`src/design/assert_macros.svh`:
```
// Assertion helpers, included by the parser unit.
`ifndef ASSERT_MACROS_SVH
`define ASSERT_MACROS_SVH

// Same-cycle implication, checked on every rising edge outside reset.
`define ASSERT_IMPLY(label, clk, rst, ante, cons) \
   label: assert property (@(posedge clk) disable iff (rst) (ante) |-> (cons)) \
      else $error("same-cycle implication violated");

// Next-cycle implication, checked on every rising edge outside reset.
`define ASSERT_NEXT(label, clk, rst, ante, cons) \
   label: assert property (@(posedge clk) disable iff (rst) (ante) |=> (cons)) \
      else $error("next-cycle implication violated");

`endif

```
`src/design/rrfp_pkg.sv`:
```
`default_nettype none

package rrfp_pkg;

   localparam int PAYLOAD_BYTES_DEF = 15;
   localparam int MARK_BYTES        = 4;

   localparam logic [7:0] HEAD_MARK [MARK_BYTES] = '{8'hFD, 8'hFC, 8'hFB, 8'hFA};
   localparam logic [7:0] TAIL_MARK [MARK_BYTES] = '{8'h04, 8'h03, 8'h02, 8'h01};

   typedef struct packed {
      logic [7:0]  target_state;
      logic [7:0]  motion_distance;
      logic [7:0]  motion_energy;
      logic [7:0]  still_distance;
      logic [7:0]  still_energy;
      logic [15:0] detect_distance;
   } report_type;

   // Outcome of the incoming byte against the window as it will stand after it.
   typedef struct packed {
      logic       hit;
      report_type report;
   } frame_hit_type;

endpackage

`default_nettype wire

```
`src/design/rrfp_channels.sv`:
```
`default_nettype none

interface rrfp_req_if;
   logic       valid;
   logic       ready;
   logic [7:0] rx_byte;

   modport source (output valid, output rx_byte, input ready);
   modport sink   (input valid, input rx_byte, output ready);
endinterface

interface rrfp_rsp_if;
   logic        valid;
   logic        ready;
   logic [7:0]  target_state;
   logic [7:0]  motion_distance;
   logic [7:0]  motion_energy;
   logic [7:0]  still_distance;
   logic [7:0]  still_energy;
   logic [15:0] detect_distance;

   modport source (output valid, output target_state, output motion_distance,
                   output motion_energy, output still_distance, output still_energy,
                   output detect_distance, input ready);
   modport sink   (input valid, input target_state, input motion_distance,
                   input motion_energy, input still_distance, input still_energy,
                   input detect_distance, output ready);
endinterface

`default_nettype wire

```
`src/design/rrfp_window.sv`:
```
`default_nettype none

module rrfp_window #(
   parameter int PAYLOAD_BYTES = rrfp_pkg::PAYLOAD_BYTES_DEF
) (
   input  wire logic                   clock,
   input  wire logic                   reset,
   input  wire logic                   take,
   input  wire logic [7:0]             rx_byte,
   output rrfp_pkg::frame_hit_type     frame_hit
);
   import rrfp_pkg::*;

   localparam int FRAME_BYTES = PAYLOAD_BYTES + 2 * MARK_BYTES;
   localparam int CNT_W       = $clog2(FRAME_BYTES + 1);

   // Shift line: the newest byte sits in the last tap. The fill count says
   // how many of the newest taps belong to the current window.
   logic [7:0]       window_ff [FRAME_BYTES];
   logic [7:0]       window_in [FRAME_BYTES];
   logic [CNT_W-1:0] fill_ff;
   logic [CNT_W-1:0] fill_in;
   logic             full_in;
   logic             marks_ok;

   always_comb begin
      for (int i = 0; i < FRAME_BYTES - 1; i++) begin
         window_in[i] = window_ff[i + 1];
      end
      window_in[FRAME_BYTES - 1] = rx_byte;

      full_in  = (fill_ff >= CNT_W'(FRAME_BYTES - 1));
      marks_ok = 1'b1;
      for (int k = 0; k < MARK_BYTES; k++) begin
         if (window_in[k] != HEAD_MARK[k] ||
             window_in[FRAME_BYTES - MARK_BYTES + k] != TAIL_MARK[k]) begin
            marks_ok = 1'b0;
         end
      end
   end

   always_comb begin
      frame_hit.hit                    = full_in && marks_ok;
      frame_hit.report.target_state    = window_in[MARK_BYTES];
      frame_hit.report.motion_distance = window_in[MARK_BYTES + 1];
      frame_hit.report.motion_energy   = window_in[MARK_BYTES + 3];
      frame_hit.report.still_distance  = window_in[MARK_BYTES + 5];
      frame_hit.report.still_energy    = window_in[MARK_BYTES + 7];
      frame_hit.report.detect_distance = {window_in[MARK_BYTES + 2],
                                          window_in[MARK_BYTES + 1]};
   end

   always_comb begin
      priority if (frame_hit.hit) begin
         fill_in = '0;
      end else if (fill_ff < CNT_W'(FRAME_BYTES)) begin
         fill_in = fill_ff + CNT_W'(1);
      end else begin
         fill_in = fill_ff;
      end
   end

   always_ff @(posedge clock) begin
      if (take) begin
         window_ff <= window_in;
      end
   end

   always_ff @(posedge clock) begin
      if (reset) begin
         fill_ff <= '0;
      end else if (take) begin
         fill_ff <= fill_in;
      end
   end

endmodule

`default_nettype wire

```
`src/design/rrfp_report_reg.sv`:
```
`default_nettype none

module rrfp_report_reg (
   input  wire logic                clock,
   input  wire logic                reset,
   input  wire logic                take,
   input  wire rrfp_pkg::frame_hit_type frame_hit,
   input  wire logic                out_ready,
   output logic                     out_valid,
   output rrfp_pkg::report_type     out_report
);
   import rrfp_pkg::*;

   logic       valid_ff;
   logic       valid_in;
   report_type report_ff;
   logic       load;

   assign load = take && frame_hit.hit;

   always_comb begin
      priority if (load) begin
         valid_in = 1'b1;
      end else if (out_ready) begin
         valid_in = 1'b0;
      end else begin
         valid_in = valid_ff;
      end
   end

   always_ff @(posedge clock) begin
      if (reset) begin
         valid_ff <= 1'b0;
      end else begin
         valid_ff <= valid_in;
      end
   end

   always_ff @(posedge clock) begin
      if (load) begin
         report_ff <= frame_hit.report;
      end
   end

   assign out_valid  = valid_ff;
   assign out_report = report_ff;

endmodule

`default_nettype wire

```
`src/design/radar_report_frame_parser_unit.sv`:
```
// Radar report frame parser.
// req_chan carries one received serial byte per item (rx_byte). rsp_chan
// carries one decoded report per complete frame: FD FC FB FA, then
// PAYLOAD_BYTES payload bytes, then 04 03 02 01.
// One byte per cycle unless a frame-completing byte waits on a stalled report,
// set by the window shift line and parallel compare of its eight marker taps.
// Latency: the report appears on rsp_chan in the cycle after the last tail
// byte is accepted and is held until the receiver takes it.
// Bytes ahead of a frame simply fall out of the oldest end of the window;
// a matched frame empties the window, so none of its bytes are reused.
// While a report waits, bytes keep being accepted; only a byte that would
// complete another frame is held back until the waiting report is taken.
// Reset (synchronous, active high) empties the window and drops any report
// that has not yet been taken; no clearing pass is needed afterwards.
`default_nettype none
`include "assert_macros.svh"

module radar_report_frame_parser_unit #(
   parameter int PAYLOAD_BYTES = rrfp_pkg::PAYLOAD_BYTES_DEF
) (
   input wire logic       clock,
   input wire logic       reset,
   rrfp_req_if.sink       req_chan,
   rrfp_rsp_if.source     rsp_chan
);
   import rrfp_pkg::*;

   frame_hit_type frame_hit;
   report_type    report;
   logic          take;

   // The output register can always take a report once the waiting one is
   // leaving, so only a frame-completing byte against a stalled report waits.
   assign req_chan.ready = !rsp_chan.valid || rsp_chan.ready || !frame_hit.hit;
   assign take           = req_chan.valid && req_chan.ready;

   rrfp_window #(
      .PAYLOAD_BYTES (PAYLOAD_BYTES)
   ) u_window (
      .clock     (clock),
      .reset     (reset),
      .take      (take),
      .rx_byte   (req_chan.rx_byte),
      .frame_hit (frame_hit)
   );

   rrfp_report_reg u_report (
      .clock      (clock),
      .reset      (reset),
      .take       (take),
      .frame_hit  (frame_hit),
      .out_ready  (rsp_chan.ready),
      .out_valid  (rsp_chan.valid),
      .out_report (report)
   );

   assign rsp_chan.target_state    = report.target_state;
   assign rsp_chan.motion_distance = report.motion_distance;
   assign rsp_chan.motion_energy   = report.motion_energy;
   assign rsp_chan.still_distance  = report.still_distance;
   assign rsp_chan.still_energy    = report.still_energy;
   assign rsp_chan.detect_distance = report.detect_distance;

   // A stalled report must never be overwritten by a new frame.
   `ASSERT_IMPLY(a_no_overwrite, clock, reset, rsp_chan.valid && !rsp_chan.ready && frame_hit.hit, !req_chan.ready)
   // An accepted frame-completing byte always yields a report next cycle.
   `ASSERT_NEXT(a_hit_reported, clock, reset, take && frame_hit.hit, rsp_chan.valid)
   // A match empties the window, so the very next byte cannot match again.
   `ASSERT_NEXT(a_window_emptied, clock, reset, take && frame_hit.hit, !frame_hit.hit)

endmodule

`default_nettype wire
```
`src/flat_wrapper.sv`:
```
// flat-port wrapper written by rule: the top's interface ports become plain ports
module radar_report_frame_parser_unit_flat import rrfp_pkg::*;
#(
   parameter int PAYLOAD_BYTES = rrfp_pkg::PAYLOAD_BYTES_DEF
)
  (clock, reset, req_chan_valid, req_chan_rx_byte, req_chan_ready, rsp_chan_valid, rsp_chan_target_state, rsp_chan_motion_distance, rsp_chan_motion_energy, rsp_chan_still_distance, rsp_chan_still_energy, rsp_chan_detect_distance, rsp_chan_ready);
  rrfp_req_if req_chan_i ();
  rrfp_rsp_if rsp_chan_i ();
  input wire logic clock;
  input wire logic reset;
  input wire logic [$bits(req_chan_i.valid)-1:0] req_chan_valid;
  input wire logic [$bits(req_chan_i.rx_byte)-1:0] req_chan_rx_byte;
  output wire logic [$bits(req_chan_i.ready)-1:0] req_chan_ready;
  output wire logic [$bits(rsp_chan_i.valid)-1:0] rsp_chan_valid;
  output wire logic [$bits(rsp_chan_i.target_state)-1:0] rsp_chan_target_state;
  output wire logic [$bits(rsp_chan_i.motion_distance)-1:0] rsp_chan_motion_distance;
  output wire logic [$bits(rsp_chan_i.motion_energy)-1:0] rsp_chan_motion_energy;
  output wire logic [$bits(rsp_chan_i.still_distance)-1:0] rsp_chan_still_distance;
  output wire logic [$bits(rsp_chan_i.still_energy)-1:0] rsp_chan_still_energy;
  output wire logic [$bits(rsp_chan_i.detect_distance)-1:0] rsp_chan_detect_distance;
  input wire logic [$bits(rsp_chan_i.ready)-1:0] rsp_chan_ready;
  assign req_chan_i.valid = req_chan_valid;
  assign req_chan_i.rx_byte = req_chan_rx_byte;
  assign req_chan_ready = req_chan_i.ready;
  assign rsp_chan_valid = rsp_chan_i.valid;
  assign rsp_chan_target_state = rsp_chan_i.target_state;
  assign rsp_chan_motion_distance = rsp_chan_i.motion_distance;
  assign rsp_chan_motion_energy = rsp_chan_i.motion_energy;
  assign rsp_chan_still_distance = rsp_chan_i.still_distance;
  assign rsp_chan_still_energy = rsp_chan_i.still_energy;
  assign rsp_chan_detect_distance = rsp_chan_i.detect_distance;
  assign rsp_chan_i.ready = rsp_chan_ready;
  radar_report_frame_parser_unit #(.PAYLOAD_BYTES(PAYLOAD_BYTES)) u_core (.clock(clock), .reset(reset), .req_chan(req_chan_i), .rsp_chan(rsp_chan_i));
endmodule
```
`config.mk`:
```
export PLATFORM = sky130hd
export DESIGN_NAME = radar_report_frame_parser_unit_flat
export DESIGN_NICKNAME = d
export VERILOG_FILES = /design/src/design/rrfp_pkg.sv /design/src/design/rrfp_channels.sv /design/src/design/rrfp_window.sv /design/src/design/rrfp_report_reg.sv /design/src/design/radar_report_frame_parser_unit.sv /design/src/flat_wrapper.sv
export VERILOG_INCLUDE_DIRS = /design/src /design/src/design
export SDC_FILE = /design/constraint.sdc
export NUM_CORES = 1
export LEC_CHECK = 0
export ABC_AREA = 1
export BUFFER_PORTS_ARGS = -buffer_cell sky130_fd_sc_hd__clkbuf_2
export CAP_MARGIN = 5
export CELL_PAD_IN_SITES_DETAIL_PLACEMENT = 1
export CELL_PAD_IN_SITES_GLOBAL_PLACEMENT = 1
export CORE_ASPECT_RATIO = 0.6
export CORE_MARGIN = 5
export CORE_UTILIZATION = 45
export DETAILED_ROUTE_END_ITERATION = 8
export PLACE_DENSITY = 0.86
export SLEW_MARGIN = 20
export SYNTH_ARGS = -nofsm -noshare
export SYNTH_HDL_FRONTEND = slang
export SYNTH_SLANG_ARGS = --single-unit
```
`constraint.sdc`:
```
create_clock -name clock -period 5.1 [get_ports clock]
set_input_delay 0.255 -clock clock [delete_from_list [all_inputs] [get_ports clock]]
set_output_delay 0.255 -clock clock [all_outputs]
set_load 0.005 [all_outputs]
```
Yosys cells after proc, flatten, opt, wreduce, memory -nomap -nowiden
Index checks and enable logic that the tools add are counted.
Widths: inputs -> output; s select.
{ "classes": {"n_reduce_logical": 14, "order_cmp": 2, "n_eq_ne": 8, "n_addsub": 1, "mux": 8} }
{ "op_table": {"columns": ["operator", "n"], "rows": [
  ["$ne 8x8->1 const B", 4],
  ["$ne 8x2->1 const B", 2],
  ["$mux 5", 2],
  ["$ne 8x1->1 const B", 1],
  ["$ne 8x3->1 const B", 1],
  ["$logic_or 1x1->1", 6],
  ["$mux 1", 6],
  ["$add 5x1->5 const B", 1],
  ["$ge 5x5->1 const B", 1],
  ["$lt 5x5->1 const B", 1],
  ["$reduce_bool 2->1", 2],
  ["$logic_and 1x1->1", 3],
  ["$logic_not 1->1", 2],
  ["$reduce_and 2->1", 1]
]} }
{ "totals": {"out_inout_bits": 58, "elab_cells": 63, "inputBits": 12, "regBits": 238} }

Logic depth before layout (Yosys ltp)
{ "depth": {"word_depth": 12, "mapped_depth": 12, "depth_no_buf": 12} }

Hierarchy
From an unflattened synthesis, not the netlist that was laid out.
{ "hier_totals": {"hier_cells": 461, "hier_area_um2": 8330.5} }
{ "modules_own_cells": {"columns": ["module", "cells_per_inst", "n_inst", "seq_area_each_um2", "area_per_inst_um2"], "rows": [
  ["rrfp_window", 394, 1, 5385.2, 6583.8],
  ["rrfp_report_reg", 62, 1, 1701.6, 1725.4],
  ["radar_report_frame_parser_unit", 5, 1, 0.0, 21.3]
]} }

Worst setup path after synthesis
OpenSTA, ideal clock, no wires.
{ "synth_path": {"kind": "register to register", "from": "register u_core.u_window.fill_ff[0]", "to": "register u_core.u_window.window_ff (netlist bit u_core.u_window.frame_hit[0]), enable pin", "stages_incl_launch_ff": 10, "path_buffers": 0, "t_arrival_ns": 4.595, "slack_ns": -0.023, "t_required_ns": 4.572, "path_cell_list": "dfxtp_1 inv_1 ha_1 inv_1 nand2_1 a21boi_1 nor2_2 nand4_1 nand2_1 inv_1"} }
{ "synth_between": {"elab_chain_cells": 5} }
{ "synth_lines": {"columns": ["element", "line", "source"], "rows": [
  ["start: declaration", "rrfp_window.sv:21", "logic [CNT_W-1:0] fill_ff;"],
  ["start signal: assignment", "rrfp_window.sv:73", "fill_ff <= fill_in;"],
  ["$ge 5x5->1", "rrfp_window.sv:32", "full_in = (fill_ff >= CNT_W'(FRAME_BYTES - 1));"],
  ["$logic_and 1x1->1", "rrfp_window.sv:43", "frame_hit.hit = full_in && marks_ok;"],
  ["$logic_not 1->1", "radar_report_frame_parser_unit.sv:34", "assign req_chan.ready = !rsp_chan.valid || rsp_chan.ready || !frame_hit.hit;"],
  ["$logic_or 1x1->1", "radar_report_frame_parser_unit.sv:34", null],
  ["$logic_and 1x1->1", "radar_report_frame_parser_unit.sv:35", "assign take = req_chan.valid && req_chan.ready;"],
  ["via u_core.take", "radar_report_frame_parser_unit.sv:30", "logic take;"],
  ["end signal: assignment", "rrfp_window.sv:65", "window_ff <= window_in;"],
  ["end: declaration", "rrfp_window.sv:19", "logic [7:0] window_ff [FRAME_BYTES];"]
]} }
The timed path passes the listed nets, and every way through them passes these cells.
A chain may end at the register's enable or synchronous reset.

Worst setup path after layout
{ "layout_path": {"from": "register u_core.u_window.window_ff[151] in the netlist's numbering", "to": "register u_core.u_window.window_ff (netlist bit u_core.u_window.frame_hit[18]), enable pin"} }
{ "layout_between": {"elab_chain_cells": 7} }
{ "layout_lines": {"columns": ["element", "line", "source"], "rows": [
  ["$ne 8x8->1", "rrfp_window.sv:35", "if (window_in[k] != HEAD_MARK[k] ||"],
  ["$logic_or 1x1->1", "rrfp_window.sv:35", null],
  ["$mux 1", "rrfp_window.sv:35", null],
  ["$logic_and 1x1->1", "rrfp_window.sv:43", null],
  ["$logic_not 1->1", "radar_report_frame_parser_unit.sv:34", null],
  ["$logic_or 1x1->1", "radar_report_frame_parser_unit.sv:34", null],
  ["$logic_and 1x1->1", "radar_report_frame_parser_unit.sv:35", null],
  ["via u_core.take", "radar_report_frame_parser_unit.sv:30", null]
]} }
The timed path passes the listed nets, and every way through them passes these cells.

==> out/metrics.yaml <==
setup_path:
  critPathRequiredTime_ps: 5240
  critical_path_class: "flop to flop"
  worstPathBufferInverterCount: 3
  worst_path_dominant_cell_family: "buffers and inverters"
  crit_path_start_kind: "flop"
  crit_arrival_ps: 3420
  critPathMostFrequentCell: "nand2_1"
  slowest_delay_ps: 730
  crit_path_end_kind: "flop"
  critPathSlowestCell: "clkinvlp_4"
  path_cells: "nand2_1, inv_1, nand2_1, nor2_1, nand2_1, nor2_2, nand4_1, nand2_1, clkinvlp_4, buf_12"
  crit_fanout: 136
cells_and_area:
  antenna_cells: 0
  syn_to_final_growth_pct: 18.0
  layout.nets: 511
  fill_cells: 1501
  layout-drive-gt1-share_pct: 21.5
  final_cell_mix: "edfxtp_1 (224), clkbuf_2 (69), nor2_1 (55), nand2_1 (42), inv_1 (24)"
  final_common_cell: "edfxtp_1"
  final_util_pct: 54.9
logic_synthesis:
  seq_area_frac_synth_pct: 89.5
  synth-seq-cells: 230
  yosys.area_share.simple_pct: 7.49
  ys_types: 23
  synth-compound-area-share_pct: 0.409
  synth_top_family_by_area: "simple AND/OR/NAND/NOR gates"
  syn_area_per_cell_um2: 19.0
  ys_warn_count: 0
  synth_mux_area_share_pct: 0
  synthAdderAreaFrac_pct: 0.327
  syn-num-nets: 416
  syn-instance-count: 402
  syn_area_um2: 7650
  synth_xor_area_share_pct: 0.229
clock_tree:
  clkTransAtPathRegs_ps: 60
  clock-root-buffer: "clkbuf_16"
  clk-insertion-delay-late_ps: 500
  cts_tree: "yes"
  cts_buffers: 21
  cts.htree.levels: 1
  clockBufferDepth: 3
  clock-sinks: 230
floorplanning:
  initial_core_util_pct: 46.5
  fp.dieW_um: 178
  die_h_um: 111
  io_pins: 70
  placementRows: 36
  core_um2: 16400
  die_area_um2: 19800
pwr:
  p_per_area_nw_per_um2: 427
  pwr-share-clk_pct: 40.2
  internal_power_uw: 3110
  pwr-share-comb_pct: 2.1
  power.share.switching_pct: 19.5
  p_sw_uw: 750
  p_seq_share_pct: 57.8
  ir_drop_mv: 0.222
  p_leak_uw: 0.00322
grt:
  grt_overflow: 0
  grt_pass1_vias: 3996
  gr-usage-met2_pct: 24.1
  grt_max_degree: 137
  grtUsageMet3_pct: 3.78
  use_met1_pct: 20.5
  grt_pass1_wl_mm: 22.5
  antenna_found_initial: 0
  grt.total_usage_pct: 15.0
  grt.busiest_layer: "met2"
timing:
  fin_crit_ps: 3280
  post-route-period-util_pct: 64.3
  hold_slack_ps: 144
  finClkSkew_ps: 12.2
  max_slew.worst_pin.slew_ps: 877
  finalHoldViolations: 0
  rsz0062_at_grt: "no"
  setup_viol: 0
  fmax_ghz: 0.305
  setup_tns_ps: 0
  maxSlewHeadroom_pct: 41.4
  slew_viol_final: 0
place:
  place_congestion: 0.900
  hpwl_mm: 9.47
  port_buffers: 69
drt:
  via_per_inst: 4.99
  num_vias: 3693
  firstDrtPassIters: 4
  drt_iter0_drc: 338
  routedWlPerCell_um: 19.6
  ant_nets: 0
  drc: 0
  drt-total-wl_mm: 14.5
min_path:
  worstHoldPathType: "input pin to flop"
run:
  maxCapViolations: 0
status:
  status: "finished, final reports clean"
repair_timing:
item,CTS,global route
hold buffers,9,0
setup buffers,0,0
endpoints found under the hold margin,9,0
resized for setup,0,0
state kept, by name, indices dropped and copies added (netlist names):
signal and flops:
u_core.u_window.frame_hit 48, u_core.u_window.window_ff 128, u_core.u_report.out_valid 1, u_core.u_window.fill_ff 5, u_core.u_report.out_report 48
cells in the mapped netlist:
| library cell | instances | area, µm² |
|---|---|---|
| o21ai_0 | 1 | 5.00 |
| xor2_1 | 1 | 8.76 |
| nand3_1 | 12 | 60.1 |
| xnor2_1 | 1 | 8.76 |
| nor2_2 | 3 | 18.8 |
| nand3b_1 | 1 | 7.51 |
| nor3b_1 | 3 | 22.5 |
| buf_4 | 8 | 60.1 |
| nand2_1 | 42 | 158 |
| ha_1 | 2 | 25.0 |
| nand3_4 | 1 | 17.5 |
| a21oi_1 | 2 | 10.0 |
| nand2_2 | 1 | 6.26 |
| a21boi_1 | 1 | 7.51 |
| dfxtp_1 | 6 | 120 |
| nand4_1 | 8 | 50.1 |
| o2111ai_1 | 1 | 8.76 |
| inv_1 | 25 | 93.8 |
| nor3_1 | 2 | 10.0 |
| nand3_2 | 1 | 10.0 |
| nor4_1 | 1 | 6.26 |
| edfxtp_1 | 224 | 6730 |
| nor2_1 | 55 | 206 |
metal layers:
layer | routed length, µm | up-vias
li1 | - | 1665
met1 | 6360 | 1866
met2 | 6840 | 137
met3 | 1020 | 25
met4 | 303 | 0
met5 | 0 | -
final cells by class:
type                    instances  area, µm²  area share (%)
flip-flops and latches        230       6850            75.9
clock buffers                  23        533            5.91
repair buffers                 80        463            5.13
well taps                     228        285            3.16
clock inverters                15        148            1.64
inverters                      25       97.6            1.08
multi-input cells             139        652            7.22
stage by stage:
step,area [µm²],setup slack (ps),instances,total power [µW]
finish,9020,1820,740,3860
detailed placement,8250,1860,693,2340
global route,9020,1570,740,4030
CTS,9020,1840,740,3910
floorplan,7650,78.8,402,2290
global placement,8250,2060,693,2320
power by group through the flow:
stage               Combinational (µW)  Sequential, µW  Clock [µW]
floorplan                         48.7            2240           0
global placement                  68.2            2260           0
detailed placement                75.0            2270           0
CTS                               80.7            2230        1600
global route                      89.0            2230        1710
finish                            79.6            2230        1550
logic make-up after synthesis:
group,Yosys count
xor gates and xnor gates,2
DFF,230
AOI/OAI and AO/OA,5
and+or+nand+nor,130
buffers and inverters,33
adders and majority gates,2
worst min-delay path: stages:
cell	delay (ps)
clkbuf_2	130
a21oi_1	90
nor2_1	110
path summary, 6_finish.rpt:
kind                                                     start                            end  slack [ps]  cells after the start
worst max register to register  u_core.u_window.window_ff[151]  u_core.u_window.frame_hit[18]        1820                     10
worst min register to register   u_core.u_window.window_ff[56]  u_core.u_window.window_ff[64]         410                      0
worst min-delay path                            req_chan_valid      u_core.u_report.out_valid         140                      3
worst max-delay path            u_core.u_window.window_ff[151]  u_core.u_window.frame_hit[18]        1820                     10
Power figures use the tool's default switching activity.
